`src/sv/qrs_sqrt_cell.sv`:
```
`timescale 1ns / 1ps

// One bit of a restoring square root: brings in two radicand bits, decides one root bit.
module qrs_sqrt_cell #(
  parameter int SW     = 34,
  parameter int SIDE_W = 70
) (
  input  logic              clk_i,
  input  logic              rst_ni,
  input  logic              en_i,
  input  logic              vld_i,
  input  logic [2*SW-1:0]   rad_i,
  input  logic [SW:0]       rem_i,
  input  logic [SW-1:0]     root_i,
  input  logic [SIDE_W-1:0] side_i,
  output logic              vld_o,
  output logic [2*SW-1:0]   rad_o,
  output logic [SW:0]       rem_o,
  output logic [SW-1:0]     root_o,
  output logic [SIDE_W-1:0] side_o
);

  logic              vld_q;
  logic [2*SW-1:0]   rad_q, rad_d;
  logic [SW:0]       rem_q, rem_d;
  logic [SW-1:0]     root_q, root_d;
  logic [SIDE_W-1:0] side_q;
  logic [SW+2:0]     rem2, trial, diff;
  logic              ge;

  // Trial subtract of 4r+1 from the shifted remainder
  always_comb begin
    rem2   = {rem_i, rad_i[2*SW-1 -: 2]};
    trial  = {1'b0, root_i, 2'b01};
    diff   = rem2 - trial;
    ge     = (rem2 >= trial);
    rem_d  = ge ? diff[SW:0] : rem2[SW:0];
    root_d = {root_i[SW-2:0], ge};
    rad_d  = {rad_i[2*SW-3:0], 2'b00};
  end

  // Advance valid
  always_ff @(posedge clk_i or negedge rst_ni) begin
    if (!rst_ni) begin
      vld_q <= 1'b0;
    end else if (en_i) begin
      vld_q <= vld_i;
    end
  end

  // Advance payload
  always_ff @(posedge clk_i) begin
    if (en_i) begin
      rad_q  <= rad_d;
      rem_q  <= rem_d;
      root_q <= root_d;
      side_q <= side_i;
    end
  end

  assign vld_o  = vld_q;
  assign rad_o  = rad_q;
  assign rem_o  = rem_q;
  assign root_o = root_q;
  assign side_o = side_q;

endmodule

```
`config.mk`:
```
export PLATFORM = sky130hd
export DESIGN_NAME = qrs_sqrt_cell
export DESIGN_NICKNAME = d
export VERILOG_FILES = /design/src/sv/qrs_sqrt_cell.sv
export SDC_FILE = /design/constraint.sdc
export NUM_CORES = 1
export LEC_CHECK = 0
export BUFFER_PORTS_ARGS = -buffer_cell sky130_fd_sc_hd__buf_2
export CELL_PAD_IN_SITES_DETAIL_PLACEMENT = 0
export CELL_PAD_IN_SITES_GLOBAL_PLACEMENT = 1
export CORE_AREA = 2 2 162 164
export DETAILED_ROUTE_END_ITERATION = 12
export DIE_AREA = 0 0 164 166
export GPL_ROUTABILITY_DRIVEN = 0
export PLACE_DENSITY_LB_ADDON = 0.05
export REMOVE_ABC_BUFFERS = 1
export SYNTH_ARGS = -nofsm -noshare
export SYNTH_HDL_FRONTEND = slang
export SYNTH_SLANG_ARGS = --single-unit
```
`constraint.sdc`:
```
create_clock -name clk_i -period 0.8 [get_ports clk_i]
set_input_delay 0.16 -clock clk_i [delete_from_list [all_inputs] [get_ports clk_i]]
set_output_delay 0.16 -clock clk_i [all_outputs]
set_load 0.05 [all_outputs]
```
==> results.cfg <==
[outcome]
status = finished with violations
violations = hold timing, setup timing

[critical_path]
timing.rr.end = vld_o
crit_path_top_delay_cell = o311ai_4
max_stage_delay_ps = 320
crit_buf_inv = 4
cp_data_arrival_time_ps = 2470
criticalPathCategory = primary input to flop
endpoint_kind = flop
crit_chain = buf_8 > inv_4 > ha_4 > o21ai_4 > a221oi_4 > a21o_4 > a41oi_4 > o311ai_4 > a22oi_2 > a21oi_4 > buf_12 > clkbuf_16 > mux2_4
r2r-start = vld_o
cp-start-kind = primary input
critPathMaxFanout = 5
r2r_slack_ps = 30
critical-path-top-delay-family = compound AO/OA/AOI/OAI gates
reg2reg_depth = 1
crit_required_ps = 1050

[detailed_routing]
antenna_left = 0
totalWireLength_mm = 30.51
routedWlPerCell_um = 18.19
viasPerCell = 4.523
vias = 7585
first_iter_violations = 411
drc = 0
drtPass1Iterations = 4

[yosys]
syn_area_sq_um = 8811
avgSynthCellArea_sq_um = 16.05
synth_ff_type = edfxtp_1
synth.area.top_cells = edfxtp_1 (70%), ha_1 (5.1%), mux2_4 (4.6%), xnor2_1 (2.2%), inv_1 (1.7%)
synth_edf_count = 205
ys_seq_area_frac = 0.7015
synth_top_area_cell = edfxtp_1
yosys_warnings = 0
synth_top_area_share = 0.6987
synth-seq-cells = 206
synthCells = 549
synthDistinctLibCells = 63
async_flop_share = 0.004854

[clocking]
htree_num_levels = 1
clk_pin_slew_ps = 60
clock_latency_ps = 500
cts_tree = done
cts_buffer_depth = 3
root_buffer = clkbuf_16
numCtsBuffers = 23
cts.sinks = 206

[pwr]
p_total_mw = 35.98
swShare = 0.3054
p_sw_mw = 10.99
worst_ir_drop_vdd_uv = 2062
powerDensity_nw_per_um2 = 2124
pwr-share-seq = 0.378
clock_power_share = 0.296
power.leakage_nw = 7.470
p_int_mw = 24.99
pwr-share-comb = 0.326

[timing]
finClkSkew_ps = 0
fin_crit_sh = 2.774
finalSetupTns_ps = -135020
rsz0062_at_grt = yes
setup_viol = 242
hold_viol = 8
min_period_ps = 2219
drv_slew = 0
finalWorstSetupSlack_ps = -1419
whs_ps = -21.23
max_freq_mhz = 450.7

[placed_design]
io_buffers = 416
pre_cts_ws_ps = -2124
dpl.hpwl_mm = 22.12

[layout]
fill_cells = 1926
drive_gt1_frac = 0.5303
synthToLayoutAreaGrowth_pct = 92.30
fin_nets = 1567

[min_path]
min_to = rem_o[22]
min_path_type = primary input to flop
worstHoldStart = rem_i[20]
worstHoldPathCells = 2

[global_routing]
grt_use_total = 0.2151
antenna_found_initial = 9
grt-ovfl-total = 0
first_global_vias = 8021
grt_pass1_wl_mm = 44.80
grt_max_degree = 43

[floorplanning]
dieArea_sq_um = 27220
initial_utilization = 0.3440
ios = 419
fp-row-count = 59
fp.dieW_um = 164
die_h_um = 166
core_sq_um = 25620

[job]
max_cap_violations = 0
-- power by group through the flow --
stage	Clock (mW)	Combinational, mW	Sequential (mW)
6_report	10.7	11.7	13.6
5_1_grt	11.4	12.3	13.7
4_1_cts	11.0	11.6	13.6
3_5_place_dp	0	9.17	13.5
3_3_place_gp	0	9.15	13.5
2_1_floorplan	0	2.18	17.2
-- cells in the mapped netlist (2+ instances only) --
| master | n |
|---|---|
| edfxtp_1 | 205 |
| inv_1 | 40 |
| ha_1 | 36 |
| mux2_4 | 27 |
| a21oi_1 | 24 |
| xnor2_1 | 22 |
| nand2_1 | 19 |
| nor2_1 | 17 |
| a21o_1 | 15 |
| o21ai_0 | 15 |
| nand3_1 | 13 |
| xor2_1 | 9 |
| nand4_1 | 7 |
| o21a_1 | 7 |
| a211oi_1 | 6 |
| mux2_2 | 6 |
| nand2b_1 | 5 |
| a31oi_1 | 4 |
| buf_2 | 4 |
| nor3_1 | 4 |
| o211ai_1 | 4 |
| o22ai_1 | 4 |
| and2_1 | 3 |
| and3_1 | 3 |
| buf_6 | 3 |
| clkbuf_2 | 3 |
| o31ai_1 | 3 |
| buf_4 | 2 |
| clkbuf_1 | 2 |
| nor2b_1 | 2 |
| or2_2 | 2 |
| or2b_1 | 2 |
-- layout by cell type (no fill, tap or decap), types with 7 or more instances in the layout --
cell type      count
diode_2            7
edfxtp_1         205
a21oi_1           18
o21a_1             7
buf_4            149
nand2_1           16
nor2_1            15
inv_1             29
xor2_1             9
buf_6            215
buf_12            13
buf_2            201
ha_1              22
nand4_1            7
nand3_1           13
o21ai_0           11
inv_2              7
mux2_4            32
xnor2_1           22
dlygate4sd3_1    175
ha_4              14
a21o_1            15
clkbuf_16         25
-- metrics by stage --
step	std cells	instance area, sq um	util
after global routing	1676	16940	0.6614
final	1677	16940	0.6615
after detailed placement	1438	12530	0.4892
after CTS	1664	16790	0.6555
after global placement	1438	12530	0.4892
after floorplan	536	8723	-
-- final cells by class --
type,count,area [sq um],area share
diodes,7,17.52,0.001034
clock buffers,29,598.1,0.03530
clock inverters,11,156.4,0.009231
inverters,40,160.2,0.009452
multi-input cells,290,2731,0.1612
flip-flops and latches,206,6181,0.3648
well taps,335,419.2,0.02474
repair buffers,759,6680,0.3943
-- timing repair --
item	CTS	global route
gates cloned	1	3
resized for setup	479	16
endpoints found under the setup margin	242	242
setup buffers	11	3
hold buffers	174	1
endpoints found under the hold margin	189	13
pin swaps	17	17
-- metal layers --
| layer | GRT usage | vias up | part of all wire |
|---|---|---|---|
| met5 | 0 | - | 0.0012 |
| met4 | 0.08581 | 6 | 0.038 |
| met3 | 0.05819 | 68 | 0.074 |
| met2 | 0.3824 | 264 | 0.51 |
| met1 | 0.2428 | 3597 | 0.38 |
| li1 | - | 3650 | - |
-- flip-flops by register name (all words and copies together), names as in the netlist --
signal / flops
root_o: 34
rad_o: 66
rem_o: 35
vld_o: 1
side_o: 70
-- worst max path at each step --
stage,from,to,slack (ps),cells after the start
after global routing,root_i[2],rem_o[4],-1510,13
final,root_i[2],rem_o[14],-1420,13
after global placement,root_i[14],rem_o[4],-2110,12
after detailed placement,root_i[14],rem_o[3],-2120,12
after floorplan,root_i[0],rem_o[2],-2460,10
after CTS,root_i[15],rem_o[12],-1400,13
-- cells by family after synthesis --
group | Yosys count | synth area share
xor gates and xnor gates | 31 | 0.03082
and+or+nand+nor | 84 | 0.04828
adders and majority gates | 36 | 0.05112
AOI/OAI and AO/OA | 103 | 0.08563
other | 1 | 0.0004256
buffers and inverters | 54 | 0.02741
muxes | 34 | 0.05481
DFF | 206 | 0.7015
(Power assumes the default switching activity.)
