File: src/sv/qrs_div_cell.sv
`timescale 1ns / 1ps

// One quotient bit of a restoring divide, two lanes sharing one divisor.
// The dividend shifts out at the top while quotient bits shift in at the bottom.
module qrs_div_cell #(
  parameter int NB     = 50,
  parameter int DVW    = 33,
  parameter int SIDE_W = 5
) (
  input  logic              clk_i,
  input  logic              rst_ni,
  input  logic              en_i,
  input  logic              vld_i,
  input  logic [NB-1:0]     nq_i  [2],
  input  logic [DVW-1:0]    rem_i [2],
  input  logic [DVW-1:0]    dv_i,
  input  logic [SIDE_W-1:0] side_i,
  output logic              vld_o,
  output logic [NB-1:0]     nq_o  [2],
  output logic [DVW-1:0]    rem_o [2],
  output logic [DVW-1:0]    dv_o,
  output logic [SIDE_W-1:0] side_o
);

  logic              vld_q;
  logic [NB-1:0]     nq_q  [2];
  logic [NB-1:0]     nq_d  [2];
  logic [DVW-1:0]    rem_q [2];
  logic [DVW-1:0]    rem_d [2];
  logic [DVW-1:0]    dv_q;
  logic [SIDE_W-1:0] side_q;
  logic [DVW:0]      rem2  [2];
  logic [DVW:0]      diff  [2];
  logic [1:0]        ge;

  // Compare and subtract per lane
  always_comb begin
    for (int l = 0; l < 2; l++) begin
      rem2[l]  = {rem_i[l], nq_i[l][NB-1]};
      diff[l]  = rem2[l] - {1'b0, dv_i};
      ge[l]    = (rem2[l] >= {1'b0, dv_i});
      rem_d[l] = ge[l] ? diff[l][DVW-1:0] : rem2[l][DVW-1:0];
      nq_d[l]  = {nq_i[l][NB-2:0], ge[l]};
    end
  end

  always_ff @(posedge clk_i or negedge rst_ni) begin
    if (!rst_ni) begin
      vld_q <= 1'b0;
    end else if (en_i) begin
      vld_q <= vld_i;
    end
  end

  always_ff @(posedge clk_i) begin
    if (en_i) begin
      nq_q   <= nq_d;
      rem_q  <= rem_d;
      dv_q   <= dv_i;
      side_q <= side_i;
    end
  end

  assign vld_o  = vld_q;
  assign nq_o   = nq_q;
  assign rem_o  = rem_q;
  assign dv_o   = dv_q;
  assign side_o = side_q;

endmodule

File: config.mk
export PLATFORM = sky130hd
export DESIGN_NAME = qrs_div_cell
export DESIGN_NICKNAME = d
export VERILOG_FILES = /design/src/sv/qrs_div_cell.sv
export SDC_FILE = /design/constraint.sdc
export NUM_CORES = 1
export LEC_CHECK = 0
export ABC_AREA = 0
export BUFFER_PORTS_ARGS = -buffer_cell sky130_fd_sc_hd__buf_2
export CAP_MARGIN = 40
export CORE_AREA = 2 2 168 170
export CTS_CLUSTER_SIZE = 30
export DETAILED_ROUTE_END_ITERATION = 10
export DIE_AREA = 0 0 170 172
export PLACE_DENSITY = 0.67
export SLEW_MARGIN = 25
export SYNTH_ARGS = -nofsm -noshare
export SYNTH_HDL_FRONTEND = slang
export SYNTH_SLANG_ARGS = --single-unit
File: constraint.sdc
create_clock -name clk_i -period 1.4 [get_ports clk_i]
set_input_delay 0 -clock clk_i [delete_from_list [all_inputs] [get_ports clk_i]]
set_output_delay 0 -clock clk_i [all_outputs]
set_load 0.02 [all_outputs]
==> results of run 1 <==
[area by class of cell]
class / instances / area [sq um] / share of cell area, %
Timing Repair inverter: 5 / 75.07 / 0.3961
Clock inverter: 16 / 138.9 / 0.7327
Multi-Input combinational cell: 568 / 4692 / 24.75
Inverter: 60 / 279.0 / 1.472
Antenna cell: 5 / 12.51 / 0.06601
Timing Repair Buffer: 917 / 6586 / 34.75
Sequential cell: 205 / 6151 / 32.45
Tap cell: 346 / 432.9 / 2.284
Clock buffer: 26 / 586.8 / 3.096
[what timing repair did]
action,CTS,global route
endpoints found under the hold margin,259,1
cloned,5,0
hold buffers,206,1
pin swaps,21,16
setup buffers,16,10
endpoints found under the setup margin,68,68
gates resized for setup,66,26
[power by group through the flow]
stage | clock network, mW | registers (mW) | logic [mW]
after floorplan | 0 | 8.69 | 2.07
after global placement | 0 | 7.85 | 5.39
after detailed placement | 0 | 7.85 | 5.49
after CTS | 5.97 | 7.74 | 6.26
after global routing | 6.18 | 7.82 | 6.82
final | 5.83 | 7.77 | 6.42
[worst min-delay path, delay by kind of cell]
kind	cells	cell delay [ns]
fa+ha+maj	1	0.19
buf+inv	1	0.11
mux	1	0.13
[routing by layer]
| metal | wire length, um | track usage, % | up-vias |
|---|---|---|---|
| met3 | 2283 | 4.578 | 127 |
| met5 | 16 | 0 | - |
| li1 | - | - | 5120 |
| met2 | 22300 | 52.65 | 434 |
| met4 | 2632 | 15.72 | 2 |
| met1 | 15900 | 30.62 | 5220 |
[worst max-delay path by stage]
stage,from,end,slack [ns]
4_1_cts,nq_i[49],rem_o[23],-1.22
3_5_place_dp,nq_i[49],rem_o[1],-1.97
6_report,nq_i[49],rem_o[3],-1.24
3_3_place_gp,nq_i[49],rem_o[1],-1.91
5_1_grt,nq_i[49],rem_o[3],-1.33
2_1_floorplan,nq_i[49],rem_o[10],-1.77
[placed cells by master, fill, tap and decap left out, types with 11 or more instances in the layout]
master | Yosys | final
buf_2 | 3 | 407
buf_4 | 0 | 273
dlygate4sd3_1 | 0 | 207
edfxtp_1 | 204 | 204
ha_1 | 66 | 62
inv_1 | 58 | 52
a21oi_1 | 57 | 52
nor2_1 | 48 | 48
nand2_1 | 40 | 40
mux2_4 | 19 | 40
a21o_1 | 37 | 37
xnor2_1 | 32 | 32
o21ai_0 | 34 | 30
clkbuf_16 | 0 | 23
nand3_1 | 17 | 17
xor2_1 | 15 | 15
buf_6 | 3 | 15
nand4_1 | 13 | 13
o21a_1 | 13 | 12
nor3_1 | 17 | 11
[cells by family after synthesis]
kind of cell / after synthesis
xor gates and xnor gates: 47
DFF: 205
and+or+nand+nor: 179
buffers and inverters: 83
adders and majority gates: 68
muxes: 51
AOI/OAI and AO/OA: 223
[registers in the layout, summed over array words and instances (netlist names)]
signal and cells:
nq_o 100, rem_o 66, dv_o 33, side_o 5
vld_o 1
==> flow_summary.ini, run 1 <==
[outcome]
outcome = complete, but fails checks
failed_checks = negative setup slack

[layout]
layout-area-overhead-vs-synth_pct = 75.19
n_fill_cell = 1979
drive_gt1_share_pct = 47.97
nNetsFinal = 2056
fin_area_sq_um = 18950
final_util_pct = 68.98
final_cells = 2148

[drt]
vias_per_cell = 5.076
detail-route-antenna-nets = 0
drt_iter0_drc = 819
routedWlPerCell_um = 20.08
detail_route.first_pass.iterations = 5
routed_wl_um = 43130
post-route-drc-count = 0
dr_total_vias = 10900

[die]
core_area_sq_um = 27480
top_level_ports = 413
die_w_um = 170
rows = 61
initial_core_util_pct = 39.38
die_y_um = 172
fp.dieArea_sq_um = 29240

[timing]
hold_violations = 0
max_freq_ghz = 0.3788
tightest_slew_ns = 0.4410
period_share_pct = 188.5
period_needed_ns = 2.640
maxSlewViolCount = 0
setup_ws_ns = -1.240
finClkSkew_ns = 0
rsz0062_at_grt = yes
tns_ns = -71.44
max_slew_margin_pct = 70.44
setup_viol = 68
hold_ws_ns = 0.01785

[synth]
yosys.area_share.simple_pct = 8.199
synthDistinctLibCells = 70
synth-seq-cells = 205
synth.most_common_cell = edfxtp_1
synth.area.mux_share_pct = 5.944
synth_edf_count = 204
synth_cells = 856
seq_area_frac_synth_pct = 56.85
synth_top_family_by_area = compound AO/OA/AOI/OAI gates
synth.area.top_cells = edfxtp_1 57%, ha_1 7.6%, a21oi_1 2.6%
synthTopCellsByCount = 204 x edfxtp_1, 66 x ha_1, 58 x inv_1
yosys.area.top_type_share_pct = 56.62
syn_nets = 1132
synth_area_leader_cell = edfxtp_1
synthArstFlopShare_pct = 0.4878
yosys.area_share.adder_pct = 8.003
syn-cell-area_sq_um = 10820
synth_xor_area_share_pct = 3.805
synthFlopType = edfxtp_1
syn_area_per_cell_sq_um = 12.64
synth_compound_area_share_pct = 14.03
yosys_warnings = 0

[clock_tree]
tritoncts = built
cts_buffer_depth = 3
cts.sinks = 205
clk-insertion-delay-late_ns = 0.50
clk_pin_slew_ns = 0.06
h-tree-depth = 1
cts_buffers = 23
cts-root-buf = clkbuf_16

[hold_path]
worstHoldEndpoint = rem_o[34]
holdPathStages = 3
hold_class = in2reg
min-delay-start = rem_i[33]

[setup_path]
worst-endpoint-required_ns = 1.66
worst_path_max_delay_cell = a2111o_1
worstSetupEndpointType = flip-flop
worstSetupPathDepth = 16
critPathMostFrequentCell = inv_12
cp_max_fo = 13
r2r_slack_ns = 0.08
crit-reg2reg-launch = vld_o
cp_cell_sequence = buf_8 > inv_12 > ha_4 > inv_2 > fa_2 > a21o_1 > a221oi_2 > buf_4 > o221ai_4 > a2111o_1 > a211oi_2 > o31a_4 > o21a_4 > buf_12 > inv_12 > mux2_1
timing.rr.end = vld_o
cp.buffers_inverters = 6
reg2regPathDepth = 2
critical_path_class = in2reg
path_delay_family = compound AO/OA/AOI/OAI gates
cpPeakStageDelay_ns = 0.43
crit_arrival_ns = 2.90
startpoint_type = input port

[place]
port-buffer-count = 412
place_ws_ns = -1.972
dp_hpwl_um = 30020
dp_cells = 1869
place_congestion = 0.9177
placed_area_sq_um = 15530

[power]
p_per_area_nw_per_um2 = 1056
p_leak_nw = 8.801
seq_power_share_pct = 38.8
vdd_drop_max_v = 0.0009168
swShare_pct = 30.36
total_power_mw = 20.02
p_comb_share_pct = 32.1
clkPwrFrac_pct = 29.1
p_sw_mw = 6.079
internal_power_mw = 13.94

[global_routing]
grt_start_max_net_pins = 57
overflow = 0
grt_pass1_wl_um = 62690
antenna_found_initial = 6
grtUsageTotal_pct = 28.26
grt_pass1_vias = 11260

[flow_run]
drv_cap = 0
No activity file was read; power rests on OpenSTA's default activity.
==> run 2, diff against run 1 <==
--- a/config.mk
+++ b/config.mk
@@ -5,14 +5,14 @@
 export SDC_FILE = /design/constraint.sdc
 export NUM_CORES = 1
 export LEC_CHECK = 0
-export ABC_AREA = 0
+export ABC_AREA = 1
 export BUFFER_PORTS_ARGS = -buffer_cell sky130_fd_sc_hd__buf_2
 export CAP_MARGIN = 40
-export CORE_AREA = 2 2 168 170
+export CORE_AREA = 2 2 181 183
 export CTS_CLUSTER_SIZE = 30
 export DETAILED_ROUTE_END_ITERATION = 10
-export DIE_AREA = 0 0 170 172
-export PLACE_DENSITY = 0.67
+export DIE_AREA = 0 0 183 185
+export PLACE_DENSITY = 0.65
 export SLEW_MARGIN = 25
 export SYNTH_ARGS = -nofsm -noshare
 export SYNTH_HDL_FRONTEND = slang
==> flow_summary.ini, run 2 <==
[setup_path]
worst-endpoint-required_ns = 1.66
cp_cell_sequence = buf_8 > clkinvlp_4 > ha_4 > buf_6 > nand2_4 > nand2_2 > o21bai_4 > a21oi_2 > nand2_2 > nor2_4 > buf_12 > nand2_8 > nand3_2 > nand2_1
critical_path_class = in2reg
worstSetupEndpointType = flip-flop
cp_max_fo = 5
crit_arrival_ns = 1.78
critPathMostFrequentCell = nand2_2
cp.buffers_inverters = 4
path_delay_family = simple AND/OR/NAND/NOR gates
worst_path_max_delay_cell = ha_4
startpoint_type = input port
cpPeakStageDelay_ns = 0.28

[power]
swShare_pct = 32.44
p_comb_share_pct = 33.9
internal_power_mw = 14.56
seq_power_share_pct = 35.8
vdd_drop_max_v = 0.0009754
clkPwrFrac_pct = 30.2
p_leak_nw = 10.84
p_sw_mw = 6.992
p_per_area_nw_per_um2 = 984.5

[global_routing]
overflow = 0
grt_pass1_wl_um = 75130
grt_pass1_vias = 13340
grt_start_max_net_pins = 37
antenna_found_initial = 1
grtUsageTotal_pct = 29.30

[timing]
finClkSkew_ns = 0
maxSlewViolCount = 0
tns_ns = -3.989
period_needed_ns = 1.519
rsz0062_at_grt = yes
hold_violations = 0
period_share_pct = 108.5
setup_viol = 54
hold_ws_ns = 0.05121
setup_ws_ns = -0.1186
tightest_slew_ns = 0.3465
max_slew_margin_pct = 76.74
max_freq_ghz = 0.6585

[synth]
synthDistinctLibCells = 35
synth-seq-cells = 205
syn_area_per_cell_sq_um = 8.271
syn_nets = 1807
synth.most_common_cell = nand2_1
syn-cell-area_sq_um = 12660
synth_area_leader_cell = edfxtp_1
synth_edf_count = 204
synthFlopType = edfxtp_1
yosys.area.top_type_share_pct = 48.38
seq_area_frac_synth_pct = 48.58
synthArstFlopShare_pct = 0.4878
synthTopCellsByCount = 582 x nand2_1, 279 x inv_1, 204 x edfxtp_1
synth_cells = 1531
synth.area.top_cells = edfxtp_1 48%, nand2_1 17%, inv_1 8.3%
yosys_warnings = 0

[layout]
final_cell_mix = 475 x nand2_1, 402 x buf_2, 232 x inv_1
final_cells = 2851
nNetsFinal = 2702
final_util_pct = 68.32
layout-area-overhead-vs-synth_pct = 72.88
largest_reg_flops = 100
final_common_cell = nand2_1
drive_gt1_share_pct = 43.86

[die]
fp.dieArea_sq_um = 33860
top_level_ports = 413
die_y_um = 185
initial_core_util_pct = 39.52
rows = 66
core_area_sq_um = 32040
die_w_um = 183

[place]
dp_cells = 2557
place_ws_ns = -0.7172
place_congestion = 0.9557
dp_hpwl_um = 37590
port-buffer-count = 412

[clock_tree]
cts.sinks = 205
cts_buffer_depth = 3
clk_pin_slew_ns = 0.06
clk-insertion-delay-late_ns = 0.53
h-tree-depth = 1
tritoncts = built
cts_buffers = 23
cts-root-buf = clkbuf_16

[drt]
detail_route.first_pass.iterations = 6
routed_wl_um = 53880
routedWlPerCell_um = 18.90
vias_per_cell = 4.826
post-route-drc-count = 0
detail-route-antenna-nets = 0
dr_total_vias = 13760
drt_iter0_drc = 943

[hold_path]
hold_class = in2reg

[outcome]
failed_checks = negative setup slack
outcome = complete, but fails checks

[flow_run]
drv_cap = 0
-- run 2: changes by cell type after synthesis, sizes merged, moves of 33 or more --
cell / change
nor2: +38
nand2: +555
mux2: -48
nand3: +117
inv: +222
a21o: -33
-- run 2: timing repair --
item,4_1_cts,5_1_grt
cloned,7,7
resized for setup,143,197
hold buffers,205,1
pin swaps,37,65
setup endpoints to repair,66,68
hold endpoints to repair,229,1
buffers inserted,24,9
-- run 2: final timing paths --
check | start | end | slack (ns) | depth (start not counted)
worst min register to register | vld_o | vld_o | 0.54 | 1
min in group asynchronous | rst_ni | vld_o | 0.31 | 3
max in group asynchronous | rst_ni | vld_o | 0.98 | 3
worst max register to register | vld_o | vld_o | 0.63 | 1
worst min-delay path | rem_i[0] | rem_o[1] | 0.05 | 4
worst max-delay path | dv_i[29] | rem_o[20] | -0.12 | 14
-- run 2: area by class of cell --
type                            count  area [sq um]
Fill cell                        2459         10150
Sequential cell                   205          6151
Tap cell                          408         510.5
Clock buffer                       24         579.3
Inverter                          282          1125
Clock inverter                     17         215.2
Multi-Input combinational cell   1032          6788
Antenna cell                        1         2.502
Timing Repair Buffer              882          6519
-- run 2: logic make-up after synthesis --
logic type	count (synthesis)	share of synthesized area, %
simple gates	881	31.00
buf+inv	300	9.536
flops	205	48.58
fa+ha+maj	68	6.838
compound gates	48	2.026
xor+xnor	28	1.937
mux	1	0.08893
-- run 2: through the flow --
step	area (sq um)	power, mW
floorplan	12960	10.95
global route	21890	22.42
detailed placement	17180	13.62
CTS	20860	20.99
global placement	17180	13.56
finish	21890	21.55
-- run 2: power groups by stage --
stage / clock (mW) / sequential, mW / combinational, mW
6_report: 6.52 / 7.73 / 7.31
5_1_grt: 6.82 / 7.77 / 7.83
4_1_cts: 6.60 / 7.70 / 6.69
3_5_place_dp: 0 / 7.82 / 5.81
3_3_place_gp: 0 / 7.82 / 5.73
2_1_floorplan: 0 / 8.65 / 2.31
-- run 2: metal layers --
layer	GRT usage [%]	vias up	part of all wire, %
met4	15.65	0	6.2
met2	52.76	619	49
met1	33.88	6337	38
met3	3.972	136	6.8
met5	0	-	0
li1	-	6668	-
==> run 3, diff against run 2 <==
--- a/config.mk
+++ b/config.mk
@@ -17,3 +17,4 @@
 export SYNTH_ARGS = -nofsm -noshare
 export SYNTH_HDL_FRONTEND = slang
 export SYNTH_SLANG_ARGS = --single-unit
+export TNS_END_PERCENT = 10
==> constraint.sdc (replaced) <==
create_clock -name clk_i -period 1.4 [get_ports clk_i]
set_input_delay 0.14 -clock clk_i [delete_from_list [all_inputs] [get_ports clk_i]]
set_output_delay 0.14 -clock clk_i [all_outputs]
set_load 0.02 [all_outputs]
==> flow_summary.ini, run 3 (synthesized netlist as in run 2, its figures left out) <==
[setup_path]
timing.rr.end = vld_o
critical_path_class = in2reg
r2r_slack_ns = 0.66
worstSetupEndpointType = flip-flop
worst-endpoint-required_ns = 1.69
cp-endpoint = rem_o[60]
reg2regPathDepth = 1
crit-reg2reg-launch = vld_o
startpoint_type = input port
cp_max_fo = 3
crit_start = dv_i[10]
crit_arrival_ns = 1.90

[die]
initial_core_util_pct = 39.52
rows = 66
die_y_um = 185
fp.dieArea_sq_um = 33860
core_area_sq_um = 32040
die_w_um = 183
top_level_ports = 413

[drt]
vias_per_cell = 4.840
detail-route-antenna-nets = 0
routedWlPerCell_um = 18.00
drt_iter0_drc = 1029
routed_wl_um = 50980
post-route-drc-count = 0
detail_route.first_pass.iterations = 6
dr_total_vias = 13710

[layout]
final_cell_mix = 516 x nand2_1, 409 x buf_2, 247 x inv_1
num_antenna_cells = 0
final_util_pct = 66.46
final_cells = 2832
n_fill_cell = 2503
drive_gt1_share_pct = 41.09
layout-area-overhead-vs-synth_pct = 68.17
nNetsFinal = 2682
final_common_cell = nand2_1
largest_reg_flops = 100

[power]
p_leak_nw = 10.64
p_sw_mw = 6.861
internal_power_mw = 14.03
seq_power_share_pct = 36.9
vdd_drop_max_v = 0.0009232
clkPwrFrac_pct = 29.8
p_comb_share_pct = 33.3
p_per_area_nw_per_um2 = 980.9
swShare_pct = 32.85
total_power_mw = 20.89

[timing]
period_share_pct = 115.2
tns_ns = -11.89
setup_viol = 68
max_freq_ghz = 0.6203
setup_ws_ns = -0.2121
max_slew_margin_pct = 78.42
finClkSkew_ns = 0
period_needed_ns = 1.612
rsz0062_at_grt = yes
tightest_slew_ns = 0.3212
hold_violations = 0
maxSlewViolCount = 0

[place]
place_congestion = 0.9367
dp_cells = 2573
dp_hpwl_um = 35830
port-buffer-count = 412
place_ws_ns = -0.8476

[global_routing]
grt_pass1_vias = 13880
grt_start_max_net_pins = 44
antenna_found_initial = 0
grt_pass1_wl_um = 75350
overflow = 0
grtUsageTotal_pct = 29.06

[hold_path]
min-delay-start = rem_i[48]
hold_class = in2reg
holdPathStages = 3

[clock_tree]
cts_buffer_depth = 3
cts_buffers = 24
cts-root-buf = clkbuf_16
tritoncts = built
clk_pin_slew_ns = 0.07
cts.sinks = 205
h-tree-depth = 1
clk-insertion-delay-late_ns = 0.53

[flow_run]
drv_cap = 0

[outcome]
failed_checks = negative setup slack
outcome = complete, but fails checks
[run 3: changes by cell type in the layout (fill, tap and decap cells not counted), moves of 14 or more]
cell	before	now
nand2_1	475	516
inv_1	232	247
dlygate4sd3_1	206	183
nand2_2	96	61
buf_6	19	5
a21oi_2	20	5
nor2_1	43	60
[run 3: cell type report]
class / instances / area, sq um / area share (%)
clock buffers: 32 / 661.9 / 3.108
clock inverters: 12 / 110.1 / 0.5171
inverters: 282 / 1070 / 5.024
multi-input cells: 1033 / 6630 / 31.14
flip-flops and latches: 205 / 6151 / 28.89
well taps: 408 / 510.5 / 2.397
repair buffers: 860 / 6161 / 28.93
[run 3: metal layers]
layer	vias to the layer above	GRT usage (%)	wire length (um)
li1	6630	-	-
met1	6374	32.06	19200
met2	551	54.48	26140
met3	151	4.011	2829
met4	0	14.78	2811
met5	-	0	0
[run 3: metrics by stage]
stage | instance area [sq um] | hold WS [ns]
after floorplan | 12870 | -0.1556
after global routing | 21290 | 0.01764
final | 21290 | 0.007425
after CTS | 20790 | -0.02487
after global placement | 17180 | -0.08535
after detailed placement | 17180 | -0.08455
[run 3: timing repair]
item                                    4_1_cts  5_1_grt
hold buffers                                182        1
gates resized for setup                     159       90
endpoints found under the hold margin       185        1
buffers inserted                             18        5
cloned                                        7        2
endpoints found under the setup margin       68       68
pin swaps                                    48       33
[run 3: power by group through the flow]
stage                     clock (mW)  combinational [mW]  sequential [mW]
final                           6.22                6.96             7.70
after global routing            6.57                7.50             7.75
after CTS                       6.31                6.63             7.69
after detailed placement           0                5.74             7.81
after global placement             0                5.65             7.81
after floorplan                    0                2.28             8.65
[run 3: critical path, cell delays in order]
cell,delay [ns]
buf_2,0.11
inv_1,0.14
ha_1,0.30
buf_4,0.16
nand2_1,0.06
nand2_1,0.06
inv_1,0.06
nand2_1,0.11
a21oi_1,0.20
nand2_2,0.13
nand2_1,0.11
nand3b_1,0.13
nand3_4,0.13
nand2_2,0.06
[run 3: worst min path at each step]
stage           endpoint  slack, ns
4_1_cts        rem_o[51]      -0.02
5_1_grt        rem_o[45]       0.02
6_report       rem_o[49]      0.007
2_1_floorplan      vld_o      -0.16
3_5_place_dp       vld_o      -0.08
3_3_place_gp       vld_o      -0.09
